### config.mk
export PLATFORM = sky130hd
export DESIGN_NAME = crc8_framed_packet_builder
export DESIGN_NICKNAME = d
export VERILOG_FILES = /design/src/sv/crc8fpb_pkg.sv /design/src/sv/crc8_framed_packet_builder.sv /design/src/sv/crc8fpb_front.sv /design/src/sv/crc8fpb_queue.sv /design/src/sv/crc8fpb_back.sv
export VERILOG_INCLUDE_DIRS = /design/src /design/src/sv
export SDC_FILE = /design/constraint.sdc
export NUM_CORES = 1
export LEC_CHECK = 0
export BUFFER_PORTS_ARGS = -buffer_cell sky130_fd_sc_hd__clkbuf_2
export CORE_ASPECT_RATIO = 1.1
export CORE_MARGIN = 3
export CORE_UTILIZATION = 49
export DETAILED_ROUTE_END_ITERATION = 8
export PLACE_DENSITY = 0.66
export SYNTH_ARGS = -nofsm -noshare
export SYNTH_HDL_FRONTEND = slang
export SYNTH_SLANG_ARGS = --single-unit
### constraint.sdc
create_clock -name clock -period 4.7 [get_ports clock]
set_input_delay 0.705 -clock clock [delete_from_list [all_inputs] [get_ports clock]]
set_output_delay 0.705 -clock clock [all_outputs]
set_load 0.01 [all_outputs]
### src/sv/crc8_framed_packet_builder_defines.svh
// Assertion macros shared by the framed packet builder RTL.
`ifndef CRC8_FRAMED_PACKET_BUILDER_DEFINES_SVH
`define CRC8_FRAMED_PACKET_BUILDER_DEFINES_SVH

`ifndef SYNTHESIS
// Check that prop holds at every rising clock edge outside reset.
`define CRC8FPB_ASSERT(lbl, clk, rst, prop) \
   lbl: assert property (@(posedge clk) disable iff (rst) (prop)) \
      else $error("assertion failed: %m");
// Check that cond never holds outside reset.
`define CRC8FPB_ASSERT_NEVER(lbl, clk, rst, cond) \
   lbl: assert property (@(posedge clk) disable iff (rst) !(cond)) \
      else $error("forbidden condition: %m");
`else
`define CRC8FPB_ASSERT(lbl, clk, rst, prop)
`define CRC8FPB_ASSERT_NEVER(lbl, clk, rst, cond)
`endif

`endif

### src/sv/crc8fpb_pkg.sv
// Types, constants and the CRC-8 byte step shared by the packet builder.
`timescale 1ns / 1ps

package crc8fpb_pkg;

   localparam int unsigned QueueDepth = 4;
   localparam int unsigned ReqDataW   = 24;

   localparam logic [7:0] CrcPoly     = 8'hD5;
   localparam logic [7:0] CrcTopBit   = 8'h80;
   localparam logic [7:0] CrcInit     = 8'h00;
   localparam logic [7:0] MaxPayload  = 8'd253;
   localparam logic [7:0] SyncReset   = 8'd200;
   localparam logic [7:0] LenOverhead = 8'd2;

   // Pending-byte mask bits, in emission order.
   localparam logic [4:0] PendSync   = 5'b00001;
   localparam logic [4:0] PendLen    = 5'b00010;
   localparam logic [4:0] PendType   = 5'b00100;
   localparam logic [4:0] PendData   = 5'b01000;
   localparam logic [4:0] PendCrc    = 5'b10000;
   localparam logic [4:0] PendHeader = PendSync | PendLen | PendType;
   localparam logic [4:0] PendNone   = 5'b00000;

   // One classified item: the bytes it may emit and which of them to emit.
   typedef struct packed {
      logic [7:0] sync;
      logic [7:0] len_byte;
      logic [7:0] frame_type;
      logic [7:0] data;
      logic [7:0] crc;
      logic [4:0] pend;
   } cmd_type;

   // One byte of CRC-8, MSB first, no reflection.
   function automatic logic [7:0] crc8_step(input logic [7:0] crc, input logic [7:0] b);
      logic [7:0] c;
      c = crc ^ b;
      for (int i = 0; i < 8; i++) begin
         if ((c & CrcTopBit) != 8'h00) begin
            c = {c[6:0], 1'b0} ^ CrcPoly;
         end else begin
            c = {c[6:0], 1'b0};
         end
      end
      return c;
   endfunction

endpackage

### src/sv/crc8_framed_packet_builder.sv
// Top level of the CRC-8 framed packet builder.
`timescale 1ns / 1ps

// Builds framed packets as a byte stream: sync byte, payload length plus 2,
// frame type, payload bytes, then a CRC-8 (poly 0xD5, init 0, MSB first, no
// final XOR) over the type and payload. A start item (req_tuser high) opens a
// frame and, for a nonzero length, carries the first payload byte; every later
// item carries one payload byte. Lengths above 253 saturate to 253, a start
// inside an open frame drops that frame, and data while idle is ignored.
// Items enter at one per clock while the command queue has room; each item
// turns into up to five output bytes, and the byte sequencer sends one byte
// per clock while the receiver is ready, so the sustained rate is set by the
// output byte count: one item per clock for plain payload bytes, while a
// frame's last byte gives two bytes and a start item four or five. The
// QUEUE_DEPTH-entry command queue absorbs header bursts. The user must write
// the sync byte through csr_* only while the block is idle; it is not enforced.
module crc8_framed_packet_builder #(
   parameter int unsigned QUEUE_DEPTH = crc8fpb_pkg::QueueDepth
) (
   input  logic                              clock,
   input  logic                              reset,
   // Sync byte register write.
   input  logic                              csr_valid,
   output logic                              csr_ready,
   input  logic [7:0]                        csr_data,    // sync_byte
   // Input items.
   input  logic                              req_tvalid,
   output logic                              req_tready,
   // frame_type [7:0], payload_length [15:8], data_byte [23:16]
   input  logic [crc8fpb_pkg::ReqDataW-1:0]  req_tdata,
   input  logic                              req_tuser,   // start_req
   // Result bytes.
   output logic                              rsp_tvalid,
   input  logic                              rsp_tready,
   output logic [7:0]                        rsp_tdata,   // out_byte
   output logic                              rsp_tlast,   // frame_last (CRC byte)
   output logic                              rsp_tuser    // run_last
);

   crc8fpb_pkg::cmd_type front_cmd, back_cmd;
   logic front_valid, front_ready;
   logic back_valid, back_ready;

   // Classify items and keep the frame's CRC and byte count.
   crc8fpb_front u_front (
      .clock      (clock),
      .reset      (reset),
      .csr_valid  (csr_valid),
      .csr_ready  (csr_ready),
      .csr_data   (csr_data),
      .req_tvalid (req_tvalid),
      .req_tready (req_tready),
      .req_tdata  (req_tdata),
      .req_tuser  (req_tuser),
      .cmd_valid  (front_valid),
      .cmd_ready  (front_ready),
      .cmd        (front_cmd)
   );

   // Decouple the item side from the byte side.
   crc8fpb_queue #(
      .DEPTH (QUEUE_DEPTH)
   ) u_queue (
      .clock     (clock),
      .reset     (reset),
      .in_valid  (front_valid),
      .in_ready  (front_ready),
      .in_cmd    (front_cmd),
      .out_valid (back_valid),
      .out_ready (back_ready),
      .out_cmd   (back_cmd)
   );

   // Send each command's bytes, one per clock while the receiver is ready, through the output register.
   crc8fpb_back u_back (
      .clock      (clock),
      .reset      (reset),
      .cmd_valid  (back_valid),
      .cmd_ready  (back_ready),
      .cmd        (back_cmd),
      .rsp_tvalid (rsp_tvalid),
      .rsp_tready (rsp_tready),
      .rsp_tdata  (rsp_tdata),
      .rsp_tlast  (rsp_tlast),
      .rsp_tuser  (rsp_tuser)
   );

endmodule

### src/sv/crc8fpb_front.sv
// Front end: takes items, tracks the open frame and its CRC, emits commands.
`timescale 1ns / 1ps
`include "crc8_framed_packet_builder_defines.svh"

module crc8fpb_front (
   input  logic                              clock,
   input  logic                              reset,
   input  logic                              csr_valid,
   output logic                              csr_ready,
   input  logic [7:0]                        csr_data,
   input  logic                              req_tvalid,
   output logic                              req_tready,
   input  logic [crc8fpb_pkg::ReqDataW-1:0]  req_tdata,
   input  logic                              req_tuser,
   output logic                              cmd_valid,
   input  logic                              cmd_ready,
   output crc8fpb_pkg::cmd_type              cmd
);

   logic [7:0] sync_ff;
   logic [7:0] running_crc_ff, running_crc_in;
   logic [7:0] remaining_ff, remaining_in;
   logic       in_frame_ff, in_frame_in;

   logic       accept;
   logic [7:0] type_b, len_raw, len_sat, data_b;
   logic [7:0] crc_type, crc_base, crc_data;
   logic [7:0] rem_base, rem_next;

   assign csr_ready  = 1'b1;
   assign req_tready = cmd_ready;
   assign accept     = req_tvalid && req_tready;

   always_comb begin
      type_b   = req_tdata[7:0];
      len_raw  = req_tdata[15:8];
      data_b   = req_tdata[23:16];
      len_sat  = (len_raw > crc8fpb_pkg::MaxPayload) ? crc8fpb_pkg::MaxPayload : len_raw;
      crc_type = crc8fpb_pkg::crc8_step(crc8fpb_pkg::CrcInit, type_b);
      crc_base = req_tuser ? crc_type : running_crc_ff;
      crc_data = crc8fpb_pkg::crc8_step(crc_base, data_b);
      rem_base = req_tuser ? len_sat : remaining_ff;
      rem_next = rem_base - 8'd1;

      cmd.sync       = sync_ff;
      cmd.len_byte   = len_sat + crc8fpb_pkg::LenOverhead;
      cmd.frame_type = type_b;
      cmd.data       = data_b;

      running_crc_in = running_crc_ff;
      remaining_in   = remaining_ff;
      in_frame_in    = in_frame_ff;

      if (req_tuser && (len_sat == 8'd0)) begin
         // Empty payload: header and CRC of the type alone, frame closes.
         cmd.pend       = crc8fpb_pkg::PendHeader | crc8fpb_pkg::PendCrc;
         cmd.crc        = crc_type;
         running_crc_in = crc_type;
         remaining_in   = 8'd0;
         in_frame_in    = 1'b0;
      end else begin
         cmd.pend = (req_tuser ? crc8fpb_pkg::PendHeader : crc8fpb_pkg::PendNone)
                  | crc8fpb_pkg::PendData
                  | ((rem_next == 8'd0) ? crc8fpb_pkg::PendCrc : crc8fpb_pkg::PendNone);
         cmd.crc        = crc_data;
         running_crc_in = crc_data;
         remaining_in   = rem_next;
         in_frame_in    = (rem_next != 8'd0);
      end
   end

   // Data while idle produces nothing.
   assign cmd_valid = req_tvalid && (req_tuser || in_frame_ff);

   always_ff @(posedge clock) begin
      if (reset) begin
         sync_ff        <= crc8fpb_pkg::SyncReset;
         running_crc_ff <= crc8fpb_pkg::CrcInit;
         remaining_ff   <= 8'd0;
         in_frame_ff    <= 1'b0;
      end else begin
         if (csr_valid && csr_ready) begin
            sync_ff <= csr_data;
         end
         if (accept && (req_tuser || in_frame_ff)) begin
            running_crc_ff <= running_crc_in;
            remaining_ff   <= remaining_in;
            in_frame_ff    <= in_frame_in;
         end
      end
   end

   `CRC8FPB_ASSERT(a_open_has_bytes, clock, reset, in_frame_ff |-> (remaining_ff != 8'd0))
   `CRC8FPB_ASSERT(a_empty_start_closes, clock, reset, (accept && req_tuser && (req_tdata[15:8] == 8'd0)) |=> !in_frame_ff)

endmodule

### src/sv/crc8fpb_queue.sv
// Small command queue between the front end and the byte sequencer.
`timescale 1ns / 1ps
`include "crc8_framed_packet_builder_defines.svh"

module crc8fpb_queue #(
   parameter int unsigned DEPTH = crc8fpb_pkg::QueueDepth
) (
   input  logic                 clock,
   input  logic                 reset,
   input  logic                 in_valid,
   output logic                 in_ready,
   input  crc8fpb_pkg::cmd_type in_cmd,
   output logic                 out_valid,
   input  logic                 out_ready,
   output crc8fpb_pkg::cmd_type out_cmd
);

   localparam int unsigned PtrW = (DEPTH > 1) ? $clog2(DEPTH) : 1;
   localparam int unsigned CntW = $clog2(DEPTH + 1);

   crc8fpb_pkg::cmd_type entry_ff [DEPTH];
   logic [PtrW-1:0] wr_ptr_ff, rd_ptr_ff;
   logic [CntW-1:0] count_ff;
   logic            push, pop;

   assign in_ready  = (count_ff != CntW'(DEPTH));
   assign out_valid = (count_ff != '0);
   assign out_cmd   = entry_ff[rd_ptr_ff];
   assign push      = in_valid && in_ready;
   assign pop       = out_valid && out_ready;

   always_ff @(posedge clock) begin
      if (reset) begin
         wr_ptr_ff <= '0;
         rd_ptr_ff <= '0;
         count_ff  <= '0;
      end else begin
         if (push) begin
            wr_ptr_ff <= (wr_ptr_ff == PtrW'(DEPTH - 1)) ? '0 : wr_ptr_ff + 1'b1;
         end
         if (pop) begin
            rd_ptr_ff <= (rd_ptr_ff == PtrW'(DEPTH - 1)) ? '0 : rd_ptr_ff + 1'b1;
         end
         if (push && !pop) begin
            count_ff <= count_ff + 1'b1;
         end else if (pop && !push) begin
            count_ff <= count_ff - 1'b1;
         end
      end
   end

   always_ff @(posedge clock) begin
      if (push) begin
         entry_ff[wr_ptr_ff] <= in_cmd;
      end
   end

   `CRC8FPB_ASSERT(a_count_bound, clock, reset, count_ff <= CntW'(DEPTH))
   `CRC8FPB_ASSERT_NEVER(a_no_empty_cmd, clock, reset, push && (in_cmd.pend == crc8fpb_pkg::PendNone))

endmodule

### src/sv/crc8fpb_back.sv
// Back end: walks each command's pending bytes into a registered byte output.
`timescale 1ns / 1ps
`include "crc8_framed_packet_builder_defines.svh"

module crc8fpb_back (
   input  logic                 clock,
   input  logic                 reset,
   input  logic                 cmd_valid,
   output logic                 cmd_ready,
   input  crc8fpb_pkg::cmd_type cmd,
   output logic                 rsp_tvalid,
   input  logic                 rsp_tready,
   output logic [7:0]           rsp_tdata,
   output logic                 rsp_tlast,
   output logic                 rsp_tuser
);

   crc8fpb_pkg::cmd_type cur_ff, cur_in;
   logic       rsp_valid_ff, rsp_valid_in;
   logic [7:0] rsp_byte_ff, rsp_byte_in;
   logic       rsp_last_ff, rsp_last_in;
   logic       rsp_user_ff, rsp_user_in;

   logic       out_free, emit, pop;
   logic [4:0] lowest, rest;

   always_comb begin
      out_free = !rsp_valid_ff || rsp_tready;
      emit     = out_free && (cur_ff.pend != crc8fpb_pkg::PendNone);
      lowest   = cur_ff.pend & (~cur_ff.pend + 5'd1);
      rest     = cur_ff.pend & ~lowest;
      // Load the next command when idle or while sending the current one's last byte.
      pop      = cmd_valid && ((cur_ff.pend == crc8fpb_pkg::PendNone) ||
                               (emit && (rest == crc8fpb_pkg::PendNone)));

      cur_in = cur_ff;
      if (pop) begin
         cur_in = cmd;
      end else if (emit) begin
         cur_in.pend = rest;
      end

      if (lowest == crc8fpb_pkg::PendSync) begin
         rsp_byte_in = cur_ff.sync;
      end else if (lowest == crc8fpb_pkg::PendLen) begin
         rsp_byte_in = cur_ff.len_byte;
      end else if (lowest == crc8fpb_pkg::PendType) begin
         rsp_byte_in = cur_ff.frame_type;
      end else if (lowest == crc8fpb_pkg::PendData) begin
         rsp_byte_in = cur_ff.data;
      end else begin
         rsp_byte_in = cur_ff.crc;
      end
      rsp_last_in = (lowest == crc8fpb_pkg::PendCrc);
      rsp_user_in = (rest == crc8fpb_pkg::PendNone);

      rsp_valid_in = emit ? 1'b1 : (rsp_tready ? 1'b0 : rsp_valid_ff);
   end

   assign cmd_ready  = pop;
   assign rsp_tvalid = rsp_valid_ff;
   assign rsp_tdata  = rsp_byte_ff;
   assign rsp_tlast  = rsp_last_ff;
   assign rsp_tuser  = rsp_user_ff;

   always_ff @(posedge clock) begin
      if (reset) begin
         cur_ff       <= '0;
         rsp_valid_ff <= 1'b0;
      end else begin
         cur_ff       <= cur_in;
         rsp_valid_ff <= rsp_valid_in;
      end
   end

   always_ff @(posedge clock) begin
      if (emit) begin
         rsp_byte_ff <= rsp_byte_in;
         rsp_last_ff <= rsp_last_in;
         rsp_user_ff <= rsp_user_in;
      end
   end

   `CRC8FPB_ASSERT(a_crc_ends_run, clock, reset, (rsp_valid_ff && rsp_last_ff) |-> rsp_user_ff)
   `CRC8FPB_ASSERT_NEVER(a_no_pop_while_busy, clock, reset, pop && !out_free && (cur_ff.pend != crc8fpb_pkg::PendNone))

endmodule

### Word-level counts from Yosys, hierarchy flattened

Memory sizes are Yosys's and may differ from the RTL's. A register that Yosys moved wholly into a read port is not among the register bits.
Cells that the tools add are included.

* flip-flop bits (word level): 88
* bits in writable memories: 180
* input bits: 38
* logic and storage cells: 124
* memories: 1

Memory list
* u_queue.entry_ff: words 4, width 45, rd ports 1, clocked after memory_dff 1, wr ports 1, line crc8fpb_queue.sv:21 `crc8fpb_pkg::cmd_type entry_ff [DEPTH];`

* add/sub/neg operators: 7
* magnitude comparators: 1
* equal/unequal tests: 8
* muxes and demuxes: 41
* bitwise gates (word level): 22
* reduce and logical (&&, ||, !) cells: 27

Operators with widths (count)
* $mux W8: 25
* $not A5 Y5: 18
* $logic_not A8 Y1: 2
* $mux W5: 3
* $mux W13: 1
* $logic_and A1 B1 Y1: 11
* $and A5 B5 Y5: 2
* $logic_not A5 Y1: 2
* $mux W3: 3
* $add A8 B2 Y8 const B: 1
* $gt A8 B8 Y1 const B: 1
* $mux W2: 4
* $reduce_bool A8 Y1: 1
* $sub A8 B1 Y8 const B: 1
* $xor A8 B8 Y8: 1
* $reduce_bool A2 Y1: 3
* $add A5 B1 Y5 const B: 1
* $eq A5 B1 Y1 const B: 1
* $eq A5 B2 Y1 const B: 1
* $eq A5 B3 Y1 const B: 1
* $eq A5 B4 Y1 const B: 1
* $eq A5 B5 Y1 const B: 1
* $mux W1: 5
* $or A5 B5 Y5: 1
* 9 further kinds: 15

### Logic depth before layout (Yosys ltp)

Gate-level depths: netlist (run 1).

* depth after elaboration: 35
* gate-level depth with buffers: 14

### Modules after synthesis

A second synthesis (run 1) with hierarchy kept.

* cell total of the unflattened synthesis: 1057
* area total of the unflattened synthesis: 13208.9 µm²

By module, submodules not included
* crc8fpb_queue: times used 1, cells an instance 283, area an instance 6957.9 µm²
* crc8fpb_back: times used 1, cells an instance 487, area an instance 3801.1 µm²
* crc8fpb_front: times used 1, cells an instance 287, area an instance 2449.8 µm²

### Worst setup path before layout (run 1)

Ideal clock, no wire load.

* path type: input to register
* from: in req_tuser
* to: mem u_queue.entry_ff[3][10] (netlist name) (enable)
* arrival time: 3.244 ns
* data required time: 4.295 ns
* slack: 1.051 ns
* stages: 8
* path buffers: 5
* cells stage by stage: buf_4 buf_2 buf_2 buf_1 o21ai_1 inv_1 clkbuf_1 and2_1

* cells in the longest elaborated chain, start to end: 5

Ends and longest elaborated chain
* start: declaration: line crc8_framed_packet_builder.sv:31 `input logic req_tuser,`
* $logic_or A1 B1 Y1: line crc8fpb_front.sv:73 `assign cmd_valid = req_tvalid && (req_tuser || in_frame_ff);`
* $logic_and A1 B1 Y1: line crc8fpb_front.sv:73
* $logic_and A1 B1 Y1: line crc8fpb_queue.sv:29 `assign push = in_valid && in_ready;`
* net u_queue.push: line crc8fpb_queue.sv:24 `logic push, pop;`
* $mux W1: line crc8fpb_queue.sv:53 `if (push) begin`
* $mux W1 (implied by the code): line crc8fpb_queue.sv:54 `entry_ff[wr_ptr_ff] <= in_cmd;`
* end: declaration: line crc8fpb_queue.sv:21

The timed path passes the listed nets, and every way through them passes these cells.

### Worst setup path in the final report (run 1)

* from: reg u_back.cur_ff[1] (netlist name)
* to: reg u_queue.count_ff[2]

* cells in the longest elaborated chain, start to end: 13
* elaborated cells between the ends (all ways): 18
* those cells by class: 1 x add/sub; 1 x mux; 4 x bitwise; 12 x reduce/logical

Ends and longest elaborated chain
* start: declaration: line crc8fpb_back.sv:18 `crc8fpb_pkg::cmd_type cur_ff, cur_in;`
* start signal: assignment: line crc8fpb_back.sv:71 `cur_ff <= cur_in;`
* $not A5 Y5: line crc8fpb_back.sv:30 `lowest = cur_ff.pend & (~cur_ff.pend + 5'd1);`
* $add A5 B1 Y5: line crc8fpb_back.sv:30
* $and A5 B5 Y5: line crc8fpb_back.sv:30
* $not A5 Y5: line crc8fpb_back.sv:31 `rest = cur_ff.pend & ~lowest;`
* $and A5 B5 Y5 *: line crc8fpb_back.sv:31
* $logic_not A5 Y1 *
* net u_back.rsp_user_in: line crc8fpb_back.sv:22 `logic rsp_user_ff, rsp_user_in;`
* $logic_and A1 B1 Y1 *: line crc8fpb_back.sv:34 `(emit && (rest == crc8fpb_pkg::PendNone)));`
* $logic_or A1 B1 Y1 *: line crc8fpb_back.sv:33 `pop = cmd_valid && ((cur_ff.pend == crc8fpb_pkg::PendNone) ||`
* $logic_and A1 B1 Y1 *: line crc8fpb_back.sv:33
* $logic_and A1 B1 Y1 *: line crc8fpb_queue.sv:30 `assign pop = out_valid && out_ready;`
* $logic_not A1 Y1: line crc8fpb_queue.sv:44 `if (push && !pop) begin`
* $logic_and A1 B1 Y1: line crc8fpb_queue.sv:44
* $mux W3 or $reduce_bool A2 Y1 (tied branches)
* end signal: assignment: line crc8fpb_queue.sv:45 `count_ff <= count_ff + 1'b1;`
* end signal: assignment: line crc8fpb_queue.sv:47 `count_ff <= count_ff - 1'b1;`
* end: declaration: line crc8fpb_queue.sv:23 `logic [CntW-1:0] count_ff;`

The timed path passes the listed nets; every way through them passes the cells marked *.
A chain may end at the register's enable or synchronous reset.

==> results of run 1 <==
## per-layer routing
metal / part of all wire / routed length, µm / global-route usage
met2: 0.48 / 11100 / 0.296
met1: 0.45 / 10300 / 0.260
met5: 0 / 0 / 0
met4: 0.018 / 409 / 0.0461
met3: 0.048 / 1100 / 0.0213
## flip-flops by register name, summed over array words and instances (netlist names), named ones only
name	cells
u_back.cur_ff	45
u_back.rsp_tdata	8
u_back.rsp_tlast	1
u_back.rsp_tuser	1
u_back.rsp_tvalid	1
u_front.in_frame_ff	1
u_front.remaining_ff	8
u_front.running_crc_ff	8
u_front.sync_ff	8
u_queue.count_ff	3
u_queue.entry_ff	172
u_queue.rd_ptr_ff	2
u_queue.wr_ptr_ff	2
## area by class of cell
type | count | area, µm²
Clock buffer | 35 | 704
Timing Repair Buffer | 66 | 373
Inverter | 11 | 41.3
Multi-Input combinational cell | 512 | 4150
Fill cell | 1921 | 10100
Sequential cell | 262 | 7070
Tap cell | 300 | 375
Clock inverter | 13 | 105
## final timing paths
| path | endpoint | slack, ns | cells past startpoint |
|---|---|---|---|
| max | u_queue.count_ff[2] | 1.33 | 13 |
| min | u_front.sync_ff[6] | 0.38 | 2 |
| max reg2reg | u_queue.count_ff[2] | 1.33 | 13 |
| min reg2reg | u_back.cur_ff[17] | 0.45 | 2 |
## Yosys cell counts, types with 3 or more instances
master / count
sky130_fd_sc_hd__a211oi_1: 16
sky130_fd_sc_hd__a41oi_1: 4
sky130_fd_sc_hd__nor2_1: 46
sky130_fd_sc_hd__xnor2_1: 24
sky130_fd_sc_hd__a21oi_1: 66
sky130_fd_sc_hd__or3_1: 4
sky130_fd_sc_hd__buf_2: 6
sky130_fd_sc_hd__xnor3_1: 5
sky130_fd_sc_hd__a22oi_1: 7
sky130_fd_sc_hd__xnor2_2: 4
sky130_fd_sc_hd__nand4b_1: 6
sky130_fd_sc_hd__nand2b_1: 4
sky130_fd_sc_hd__nand3b_1: 4
sky130_fd_sc_hd__buf_4: 4
sky130_fd_sc_hd__nand2_1: 118
sky130_fd_sc_hd__o22ai_1: 4
sky130_fd_sc_hd__xor2_1: 12
sky130_fd_sc_hd__or4bb_1: 3
sky130_fd_sc_hd__inv_1: 10
sky130_fd_sc_hd__xor2_2: 3
sky130_fd_sc_hd__nand4bb_1: 3
sky130_fd_sc_hd__edfxtp_1: 182
sky130_fd_sc_hd__ha_1: 9
sky130_fd_sc_hd__mux4_2: 43
sky130_fd_sc_hd__clkbuf_1: 42
sky130_fd_sc_hd__nor3_1: 10
sky130_fd_sc_hd__dfxtp_1: 80
sky130_fd_sc_hd__and2_1: 5
sky130_fd_sc_hd__mux2i_1: 25
sky130_fd_sc_hd__a211o_1: 3
sky130_fd_sc_hd__or2_2: 3
sky130_fd_sc_hd__and3_1: 3
sky130_fd_sc_hd__nand3_1: 5
sky130_fd_sc_hd__buf_1: 3
sky130_fd_sc_hd__o21ai_0: 24
sky130_fd_sc_hd__nor2b_1: 4
## kinds of logic after synthesis
kind of cell | count (synthesis) | synth area share
flops | 262 | 0.616
simple gates | 229 | 0.0940
compound gates | 145 | 0.0786
mux | 72 | 0.112
buf+inv | 67 | 0.0242
xor+xnor | 55 | 0.0630
fa+ha+maj | 10 | 0.0116
other cells | 1 | 0.000327
## power groups by stage
stage / clock network [mW] / registers, mW / logic [mW]
after floorplan: 0 / 3.25 / 1.86
after global routing: 2.08 / 3.35 / 2.65
after detailed placement: 0 / 3.35 / 2.41
final: 1.94 / 3.31 / 2.39
after CTS: 1.99 / 3.31 / 2.42
after global placement: 0 / 3.34 / 2.37
==> impl_summary.md, run 1 <==
Timing
The clock period minus final worst setup slack is 3.37 ns. Setup slack on the critical path of the routed design comes to ~1.3 ns. At the pin with the least slew margin, the transition time is slightly above 0.9 ns.

The worst pin sits at a relative slew slack of 0.376. The post-route clock skew is between 0.02 and 0.03 ns. The tightest hold path in the finished design has a slack of 0.382 ns. The total count of hold-check failures in the final report was 0. Of the available clock period, the critical path in the final layout requires 0.717. Based on the critical path, the design can be clocked at up to 0.297 GHz. The final setup TNS is 0 ns. The setup violation total in the final timing report is 0. The final max-slew violation count is 0. Setup repair after global routing left no endpoint under its margin.

Placement
The estimated wirelength of the detail-placed design is around 15 mm. The congestion estimate from routability-driven global placement came to around 0.84. Once placement completed, the tool counted placed cells totaling 1,151.

Summing all placed instances gives a cell area of around 0.012 mm². In this run the tool buffered the top-level ports with 49 buffer cells. At the placement stage, the worst setup path has a slack of 1.15 ns.

Synth
The cell area after synthesis is ~0.011 mm². The number of synthesized flops with an enable pin is approximately 180. Synthesis inferred between 200 and 300 register bits.

In this run the mean area of a mapped cell was between 10 and 15 µm². For this run, the register share of the synthesized area comes to 0.616. The number of nets in the synthesized netlist is around 900. The library cell with the largest summed area after synthesis is sky130_fd_sc_hd__edfxtp_1.

Sorting the synthesized cells by area gives the leading types as sky130_fd_sc_hd__edfxtp_1 48%, sky130_fd_sc_hd__dfxtp_1 14%, sky130_fd_sc_hd__mux4_2 8.4%. The netlist uses just over 70 different library cells. In the synthesized netlist the dominant register cell turns out to be sky130_fd_sc_hd__edfxtp_1. Counting flops with an async set or reset pin after synthesis yields a share of 0. The number of synthesis warnings is 0. The cell count after synthesis is about 840.

The area share of the largest cell type after synthesis is 0.476.

Drt
The DRC marker count from the first detailed-route iteration is between 400 and 500. For this block, the routed nets add up to 22.9 mm of wire. The residual antenna-violating net count after detailed routing is 0.

Detailed routing inserted a total of 6,772 vias. The wire length per cell after detailed routing is about 19 µm. The number of design rule violations left after detail routing is 0.

The mean number of vias per cell is approximately 5.6. The number of search-and-repair iterations in the first detailed-routing pass is 5.

Critical path
The critical path start-end classification is reg2reg. The required arrival time at the worst endpoint is approximately 5.2 ns. The origin of the critical flop-to-flop path is u_back.cur_ff[1]. For this design, the slowest cell found on the critical path is sky130_fd_sc_hd__nor2_4. Data arrives at the worst endpoint at between 3 and 4 ns. In this design, the critical path's most frequently occurring cell is sky130_fd_sc_hd__a21oi_1.

The number of buffers and inverters on the critical path is 2. The cell class contributing the biggest share of worst-path delay is simple AND/OR/NAND/NOR gates. The highest net fanout along the worst path is 45. Tracing the worst setup path back leads to its startpoint at u_back.cur_ff[1]. The largest single stage delay on the critical path is between 0.7 and 0.8 ns.

The worst setup path is captured at a register. The kind of launch point of the worst setup path is a register. Traced cell by cell, the critical path runs through a21oi_1 -> o21bai_1 -> o31a_1 -> o21ai_0 -> a21oi_1 -> nor2_4 -> clkinv_1 -> ha_1 -> inv_1 -> fa_1 -> xor2_1 -> or3_1 -> a21oi_1.

Floorplanning
The die covers approximately 0.025 mm². The number of primary I/O pins is 51. The die is 166 µm tall. The starting density of the core is 0.500. In this run the horizontal extent of the chip is between 150 and 200 µm.

In this run the core area contains 58 standard-cell rows. The floorplan step defined a core boundary enclosing 0.0229 mm².

Pwr
The portion of total power attributed to combinational logic is 0.313. Internal power comes to between 5 and 6 mW. The proportion of total power due to net switching is 0.322. The analysis attributes to net switching a power of ~2.5 mW. The clock group share of total power is 0.254.

The power density over the cells is 595 mW/mm². After layout, the design draws a total of about 7.6 mW. The sequential power share is 0.433.

The static leakage power is roughly 4.4 nW. The worst-case IR drop observed on VDD is between 0.3 and 0.4 mV.

Clocking
The TritonCTS clock tree is built. The number of sinks handled by clock tree synthesis is around 260. Clock-pin slew was measured on the worst setup and hold paths at 0.06 ns. The number of buffers inserted during clock tree synthesis is 26.

Once the clock tree was built, the setup fixing pass inserted 0 buffers. The maximum buffer depth of the clock tree is 3. The root buffer cell is sky130_fd_sc_hd__clkbuf_16. In this run the number of H-tree levels came out at 1.

The later pin in the worst-skew pair is clocked with a latency of ~0.53 ns. In this run, post-CTS hold repair placed 0 buffers. The post-cts resize count is 0.

Layout
Of the cells placed in the final design, the portion with a size suffix greater than 1 is 0.198. The top cell types in the final layout, fill and taps aside, are 182 x sky130_fd_sc_hd__edfxtp_1, 118 x sky130_fd_sc_hd__nand2_1, 78 x sky130_fd_sc_hd__dfxtp_1. The non-filler instance count after layout is about 1,200. 0 antenna diodes ended up in the layout. Leaving out fill and tap cells, the most frequent cell in the layout is sky130_fd_sc_hd__edfxtp_1. The area growth from synthesis to layout is 11.7%. With fillers left out, the area of the finished cells amounts to approximately 0.013 mm².

The final-stage net count is between 900 and 1,000. The utilization of the core after routing is 0.559.

Global route
The via count of the first global-routing pass is ~6,600. After global routing the overflow that remains totals 0. The initial antenna violation count was 0.

The first global-routing pass estimated between 30 and 40 mm of wire. The global router's overall resource usage is 0.180. The largest net degree at the start of global routing is 46.

Run
The number of maximum-capacitance constraint violations is 0.

Hold path
The classification of the worst-slack hold path is in2reg. The worst hold path begins at csr_data[6].

Run status
The run finished with clean final reports.
(Power assumes the default switching activity.)
==> run 2: changes to the inputs <==
==> constraint.sdc (replaced) <==
create_clock -name clock -period 3.5 [get_ports clock]
set_input_delay 0.525 -clock clock [delete_from_list [all_inputs] [get_ports clock]]
set_output_delay 0.525 -clock clock [all_outputs]
set_load 0.01 [all_outputs]
==> run 2 against run 1 <==
Net effect: clock-buffer cell count down 2; total power up 38%; wire length about the same; design area up 1.7%; clock power up 45%; non-clock buffer count increased by 10; via count rose by 0.47%; first-iteration DRC count up 8.0%; largest cell class unchanged; highest routed layer unchanged.
==> impl_summary.md, run 2 (synthesis results as in run 1) <==
Drt
The overall via count from detail_route is 6,804 (+0.47%). The number of design rule violations left after detail routing is 0 (unchanged). The wire length per cell after detailed routing is 18.9 µm (-1.1%).

The sum of routed wire length over all layers is 22.8 mm (about the same). The number of search-and-repair iterations in the first detailed-routing pass came to 4 (-1). The residual antenna-violating net count after detailed routing is 0 (unchanged). The mean number of vias per cell is 5.62 (-0.52%). The DRC marker count from the first detailed-route iteration was 460 (+8.0%).

Global route
The global router's overall resource usage was 0.181 (+0.000829). The via count of the first global-routing pass came to 6,786 (+3.4%). The initial antenna violation count was 0 (unchanged). The wire length of the first global-routing pass is 37.1 mm (+1.1%).

The largest net degree at the start of global routing is 56 (+22%). The overflow left after global routing is 0 (unchanged).

Run status
The flow ran to the end, and the final reports show no timing, DRC or antenna violations.

Clocking
TritonCTS built the clock tree. The clock latency on the worst-skew pair was 0.53 ns (about the same). The post-cts resize count was 0 (unchanged). The number of sinks handled by clock tree synthesis was 262 (unchanged). The number of buffers inserted during clock tree synthesis is 27 (+3.8%).

The count of hold buffers inserted by post-cts repair came to 0 (unchanged). The post-CTS setup buffer count was 0 (unchanged). The cell sitting at the root of the clock tree is a sky130_fd_sc_hd__clkbuf_16. The maximum buffer depth of the clock tree is 3 (unchanged). The maximum level of the CTS H-tree was 1 (unchanged).

The clock-pin slew on the worst setup and hold paths is 0.06 ns (about the same).

Timing
The total count of hold-check failures in the final report is 0 (unchanged). The final-layout worst hold slack is 0.203 ns (-0.179 ns). The share of the clock period used by the worst path after layout is 0.805. The setup violation total in the final timing report came to 0 (unchanged). The transition at the pin with the smallest max-transition slack came to 0.777 ns (-0.157 ns). The final setup TNS came to 0 ns (unchanged).

The final max-slew violation count is 0 (unchanged). Setup repair after global routing left no endpoint under its margin. The worst slew slack as a fraction of its limit came to 0.481 (+0.105). Counting I/O delays and the setup requirement, the final critical path takes approximately 2.8 ns. The highest achievable clock rate is around 0.36 GHz.

The post-route clock skew is 0.0202 ns (-0.00781 ns).

Hold path
The min-delay analysis places its worst path in the category in2reg.

Layout
The flip-flop count of the largest register after layout came to 172 (unchanged). In the final layout, the registers with the most flip-flops are u_queue.entry_ff: 172 flops, u_back.cur_ff: 45 flops. The most common library cell in the layout ignoring fill and taps is sky130_fd_sc_hd__edfxtp_1. The antenna diode count was 0 (unchanged). The number of filler cells placed in the layout was 1,917 (-0.21%).

The share of final-layout standard cells stronger than drive strength 1 was 0.214 (+0.0161). The final-stage net count is 938 (+1.2%). In the layout the commonest cells are 182 x sky130_fd_sc_hd__edfxtp_1, 118 x sky130_fd_sc_hd__nand2_1, 78 x sky130_fd_sc_hd__dfxtp_1. The area added between synthesis and finish is 13.6%. The largest register by flop count is u_queue.entry_ff.

Critical path
The data arrival time of the worst path came to 3.06 ns (-0.77 ns). STA classifies the critical path startpoint as an input pin. The highest net fanout along the worst path was 11 (-76%). The nature of the critical path endpoint is a register. The critical path in this run is classified as in2reg.

The required arrival time at the worst endpoint was 3.75 ns (-1.41 ns).

Floorplanning
The number of primary I/O pins is 51 (unchanged). The core outline area was 0.0229 mm² (unchanged). The x dimension of the die is 152 µm (unchanged). The starting density of the core is 0.500 (unchanged). The number of rows in the core area is 58 (unchanged). The height of the chip came to 166 µm (unchanged).

The die area is 0.0253 mm² (unchanged).

Placement
The global placement routability congestion is 0.825 (-1.3%). The estimated wirelength of the detail-placed design is 14.8 mm (-0.78%). The count of input and output buffers was 49 (unchanged).

Pwr
The power density over the cells was 806 mW/mm² (+35%). The static leakage power is 4.57 nW (+2.7%). The worst vdd rail ir drop is 0.481 mV (+39%).

Run
The number of maximum-capacitance constraint violations is 0 (unchanged).
## run 2: worst max-delay path, stage by stage
cell	delay [ns]
sky130_fd_sc_hd__clkbuf_2	0.26
sky130_fd_sc_hd__xnor3_1	0.50
sky130_fd_sc_hd__xnor2_1	0.34
sky130_fd_sc_hd__mux2i_1	0.16
sky130_fd_sc_hd__xnor2_1	0.33
sky130_fd_sc_hd__xor2_2	0.24
sky130_fd_sc_hd__xnor2_1	0.12
sky130_fd_sc_hd__xnor2_1	0.15
sky130_fd_sc_hd__o21ai_0	0.43
## run 2: power breakdown
group,total [mW],switching [mW],internal [mW]
combinational,3.33,1.92,1.40
clock,2.81,1.14,1.67
sequential,4.38,0.284,4.10
total,10.5,3.35,7.16
## run 2: final timing paths
kind	start	end	slack [ns]	depth (start not counted)
max	req_tdata[2]	u_queue.entry_ff[1][5]	0.68	9
min	csr_data[6]	u_front.sync_ff[6]	0.20	2
max reg2reg	u_back.cur_ff[2]	u_queue.count_ff[2]	0.80	13
min reg2reg	u_back.cur_ff[5]	u_back.cur_ff[5]	0.45	2
## run 2: metrics by stage
stage / instance area, µm² / setup slack [ns] / cells / power [mW] / util
2_1_floorplan: 11500 / 0.0313 / 841 / 6.86 / -
3_3_place_gp: 12200 / 0.149 / 1161 / 7.74 / 0.530
3_5_place_dp: 12200 / 0.155 / 1161 / 7.79 / 0.530
4_1_cts: 13000 / 0.685 / 1211 / 10.6 / 0.568
5_1_grt: 13000 / 0.448 / 1211 / 11.1 / 0.568
6_report: 13000 / 0.684 / 1211 / 10.5 / 0.568
## run 2: metal layers
layer	vias to the layer above	part of all wire	GRT usage
met1	3377	0.45	0.260
met3	41	0.059	0.0320
li1	3233	-	-
met5	-	0	0
met4	0	0.027	0.0606
met2	153	0.46	0.283
## run 2: final cells by class
cell class                      instances  area (µm²)  area share
Clock buffer                           33         708      0.0543
Clock inverter                         17         170      0.0131
Inverter                               11        41.3     0.00317
Multi-Input combinational cell        512        4150       0.318
Sequential cell                       262        7070       0.542
Tap cell                              300         375      0.0288
Timing Repair Buffer                   76         523      0.0401
==> run 3: changes to the inputs <==
==> constraint.sdc (replaced) <==
create_clock -name clock -period 2.67 [get_ports clock]
set_input_delay 0.4005 -clock clock [delete_from_list [all_inputs] [get_ports clock]]
set_output_delay 0.4005 -clock clock [all_outputs]
set_load 0.01 [all_outputs]
==> run 3 against run 2 <==
Net effect: sequential power is 31% higher; setup slack worse by 0.55 ns; clock skew is 0.0031 ns lower; cell count is 3.9% higher; flip-flop and latch count stayed put; combinational power is 39% higher; total power is 33% higher; first-iteration DRC count is 9.6% higher; core utilization is 1.7 points higher; critical path type is now reg2reg; critical endpoint is now u_queue.count_ff[2]; largest power group unchanged.
==> impl_summary.md, run 3 (synthesis results as in run 1) <==
Floorplanning
The height of the chip is 166 µm (unchanged). The number of rows in the core area came to 58 (unchanged). The starting density of the core is 0.500 (unchanged). The x dimension of the die was 152 µm (unchanged). The die area is 0.0253 mm² (unchanged). The number of primary I/O pins came to 51 (unchanged). The core outline area is 0.0229 mm² (unchanged).

Placement
The count of input and output buffers is 49 (unchanged). The worst setup slack after placement is -0.217 ns (-0.372 ns). The global placement routability congestion is 0.835 (+1.2%).

The area after detailed placement came to 0.0126 mm² (+3.4%). The estimated wirelength of the detail-placed design is 15.7 mm (+5.6%).

Layout
The largest registers in the layout are u_queue.entry_ff: 172 flops, u_back.cur_ff: 45 flops. The number of filler cells placed in the layout is 1,844 (-3.8%). The antenna diode count was 0 (unchanged).

The share of final-layout standard cells stronger than drive strength 1 is 0.257 (+0.0427). Counting flops per register, the top entry is u_queue.entry_ff. The flip-flop count of the largest register after layout is 172 (unchanged). The area of all placed cells without fillers is 0.0134 mm² (+3.0%).

Leaving out fill and tap cells, the most frequent cell in the layout is sky130_fd_sc_hd__edfxtp_1. The final-stage net count is 986 (+5.1%). From synthesis to final layout, the design area changed by 17.0%. In the layout the commonest cells are 182 x sky130_fd_sc_hd__edfxtp_1, 118 x sky130_fd_sc_hd__nand2_1, 76 x sky130_fd_sc_hd__dfxtp_1.

Pwr
The power density over the cells is 1040 mW/mm² (+29%). The portion of total power attributed to combinational logic is 0.333 (+0.017). The sequential power share is 0.412 (-0.005). The internal cell power is 9.49 mW (+32%). The clock group share of total power is 0.255 (-0.012). The worst vdd rail ir drop is 0.509 mV (+5.8%). The static leakage power is 4.79 nW (+4.9%). The net switching power figure was 4.46 mW (+33%).

The proportion of total power due to net switching is 0.320 (+0.00124).

Global route
The global router's overall resource usage is 0.183 (+0.00168). The initial antenna violation count is 0 (unchanged). The overflow left after global routing is 0 (unchanged). The largest net degree at the start of global routing is 45 (-20%). The wire length of the first global-routing pass is 37.6 mm (+1.5%).

The via count of the first global-routing pass is 6,903 (+1.7%).

Timing
The final setup TNS was 0 ns (unchanged). The final max-slew violation count is 0 (unchanged). Setup repair after global routing left no endpoint under its margin. Dividing the final minimum period by the clock period gives 0.949. The least setup slack across all paths after layout is 0.136 ns (-0.548 ns). The setup violation total in the final timing report is 0 (unchanged). Based on the critical path, the design can be clocked at up to between 0.3 and 0.4 GHz. The worst slew slack as a fraction of its limit came to 0.463 (-0.0173). The post-route clock skew is 0.0171 ns (-0.00311 ns). The transition at the pin with the smallest max-transition slack is 0.802 ns (+0.0251 ns).

The routed design could run at a clock period as short as between 2 and 3 ns. The total count of hold-check failures in the final report is 0 (unchanged).

Clocking
The root buffer cell is sky130_fd_sc_hd__clkbuf_16. The post-CTS setup buffer count is 0 (unchanged). The maximum level of the CTS H-tree is 1 (unchanged). The TritonCTS clock tree is built.

The maximum buffer depth of the clock tree is 3 (unchanged). The clock latency on the worst-skew pair is 0.53 ns (about the same). The post-cts resize count is 0 (unchanged).

The clock-pin slew on the worst setup and hold paths came to 0.06 ns (about the same). The number of buffers inserted during clock tree synthesis is 26 (-3.7%). The number of sinks handled by clock tree synthesis is 262 (unchanged). The count of hold buffers inserted by post-cts repair was 0 (unchanged).

Drt
The number of search-and-repair iterations in the first detailed-routing pass is 5 (+1). The wire length per cell after detailed routing came to 18.4 µm (-2.6%). The sum of routed wire length over all layers came to 23.1 mm (+1.2%).

The DRC marker count from the first detailed-route iteration was 504 (+9.6%). The mean number of vias per cell was 5.49 (-2.4%). The residual antenna-violating net count after detailed routing is 0 (unchanged). The overall via count from detail_route is 6,901 (+1.4%). The number of design rule violations left after detail routing is 0 (unchanged).

Critical path
The required arrival time at the worst endpoint is 3.12 ns (-0.63 ns). The highest net fanout along the worst path came to 5 (-6). The worst setup slack for register-to-register paths was 0.14 ns (-0.66 ns). The nature of the critical path endpoint is a register. The critical path is of the reg2reg type. In this run the critical register-to-register path is captured at u_queue.count_ff[2].

In this run the worst setup path begins at u_back.cur_ff[3]. In this run the worst setup path terminates at u_queue.count_ff[2]. The kind of launch point of the worst setup path is a register.

In this run the critical register-to-register path is launched from u_back.cur_ff[3]. The data arrival time of the worst path is 2.98 ns (-0.08 ns). The number of cells on the worst reg-to-reg path is 13 (unchanged).

Run
The number of maximum-capacitance constraint violations is 0 (unchanged).

Hold path
In this run the worst hold path is classified as in2reg.

Run status
The run finished with clean final reports.
## run 3: cell types whose count changed in the layout (fill, tap and decap cells not counted), moves of 2 or more
| cell | change |
|---|---|
| sky130_fd_sc_hd__clkinv_1 | +2 |
| sky130_fd_sc_hd__buf_12 | +3 |
| sky130_fd_sc_hd__buf_4 | +46 |
| sky130_fd_sc_hd__dfxtp_1 | -2 |
| sky130_fd_sc_hd__dfxtp_2 | +2 |
| sky130_fd_sc_hd__clkinv_2 | -5 |
## run 3: through the flow
step | power, mW | hold slack, ns | cells | utilization
2_1_floorplan | 9.01 | 0.436 | 841 | -
3_3_place_gp | 10.4 | 0.441 | 1210 | 0.548
3_5_place_dp | 10.5 | 0.446 | 1210 | 0.548
4_1_cts | 14.1 | 0.0651 | 1258 | 0.585
5_1_grt | 14.8 | 0.0842 | 1258 | 0.585
6_report | 14.0 | 0.0800 | 1258 | 0.585
## run 3: worst min path at each step
stage / startpoint / to / slack, ns / depth (start not counted)
after floorplan: u_back.cur_ff[10] / u_back.cur_ff[10] / 0.44 / 2
after global placement: u_back.cur_ff[11] / u_back.cur_ff[11] / 0.44 / 2
after detailed placement: u_back.cur_ff[5] / u_back.cur_ff[5] / 0.45 / 2
after CTS: csr_data[3] / u_front.sync_ff[3] / 0.07 / 2
after global routing: csr_data[6] / u_front.sync_ff[6] / 0.08 / 2
final: csr_data[6] / u_front.sync_ff[6] / 0.08 / 2
## run 3: metal layers
metal | global-route usage | vias to the layer above | routed length, µm
met5 | 0 | - | 0
met4 | 0.0465 | 0 | 461
met3 | 0.0262 | 34 | 1050
met2 | 0.301 | 150 | 11200
met1 | 0.259 | 3387 | 10400
li1 | - | 3330 | -
## run 3: area by class of cell
cell class | instances | area (µm²) | share of cell area
Sequential cell | 262 | 7070 | 0.527
Multi-Input combinational cell | 512 | 4160 | 0.310
Clock buffer | 32 | 693 | 0.0516
Timing Repair Buffer | 125 | 928 | 0.0692
Tap cell | 300 | 375 | 0.0280
Clock inverter | 16 | 158 | 0.0117
Inverter | 11 | 41.3 | 0.00308
## run 3: power by group through the flow
| stage | sequential, mW | combinational [mW] | clock [mW] |
|---|---|---|---|
| 6_report | 5.75 | 4.64 | 3.56 |
| 5_1_grt | 5.83 | 5.12 | 3.82 |
| 4_1_cts | 5.76 | 4.69 | 3.64 |
| 3_5_place_dp | 5.83 | 4.66 | 0 |
| 3_3_place_gp | 5.80 | 4.58 | 0 |
| 2_1_floorplan | 5.73 | 3.29 | 0 |
## run 3: critical path, cell delays in order, from the launching register on
cell	delay, ns
sky130_fd_sc_hd__dfxtp_2	0.36
sky130_fd_sc_hd__nor2_1	0.07
sky130_fd_sc_hd__o21bai_1	0.18
sky130_fd_sc_hd__o31a_1	0.17
sky130_fd_sc_hd__o21ai_1	0.09
sky130_fd_sc_hd__a21oi_2	0.18
sky130_fd_sc_hd__nor2_4	0.05
sky130_fd_sc_hd__clkinv_1	0.07
sky130_fd_sc_hd__ha_1	0.18
sky130_fd_sc_hd__inv_1	0.07
sky130_fd_sc_hd__fa_1	0.43
sky130_fd_sc_hd__xor2_1	0.17
sky130_fd_sc_hd__or3_1	0.31
sky130_fd_sc_hd__a21oi_1	0.14
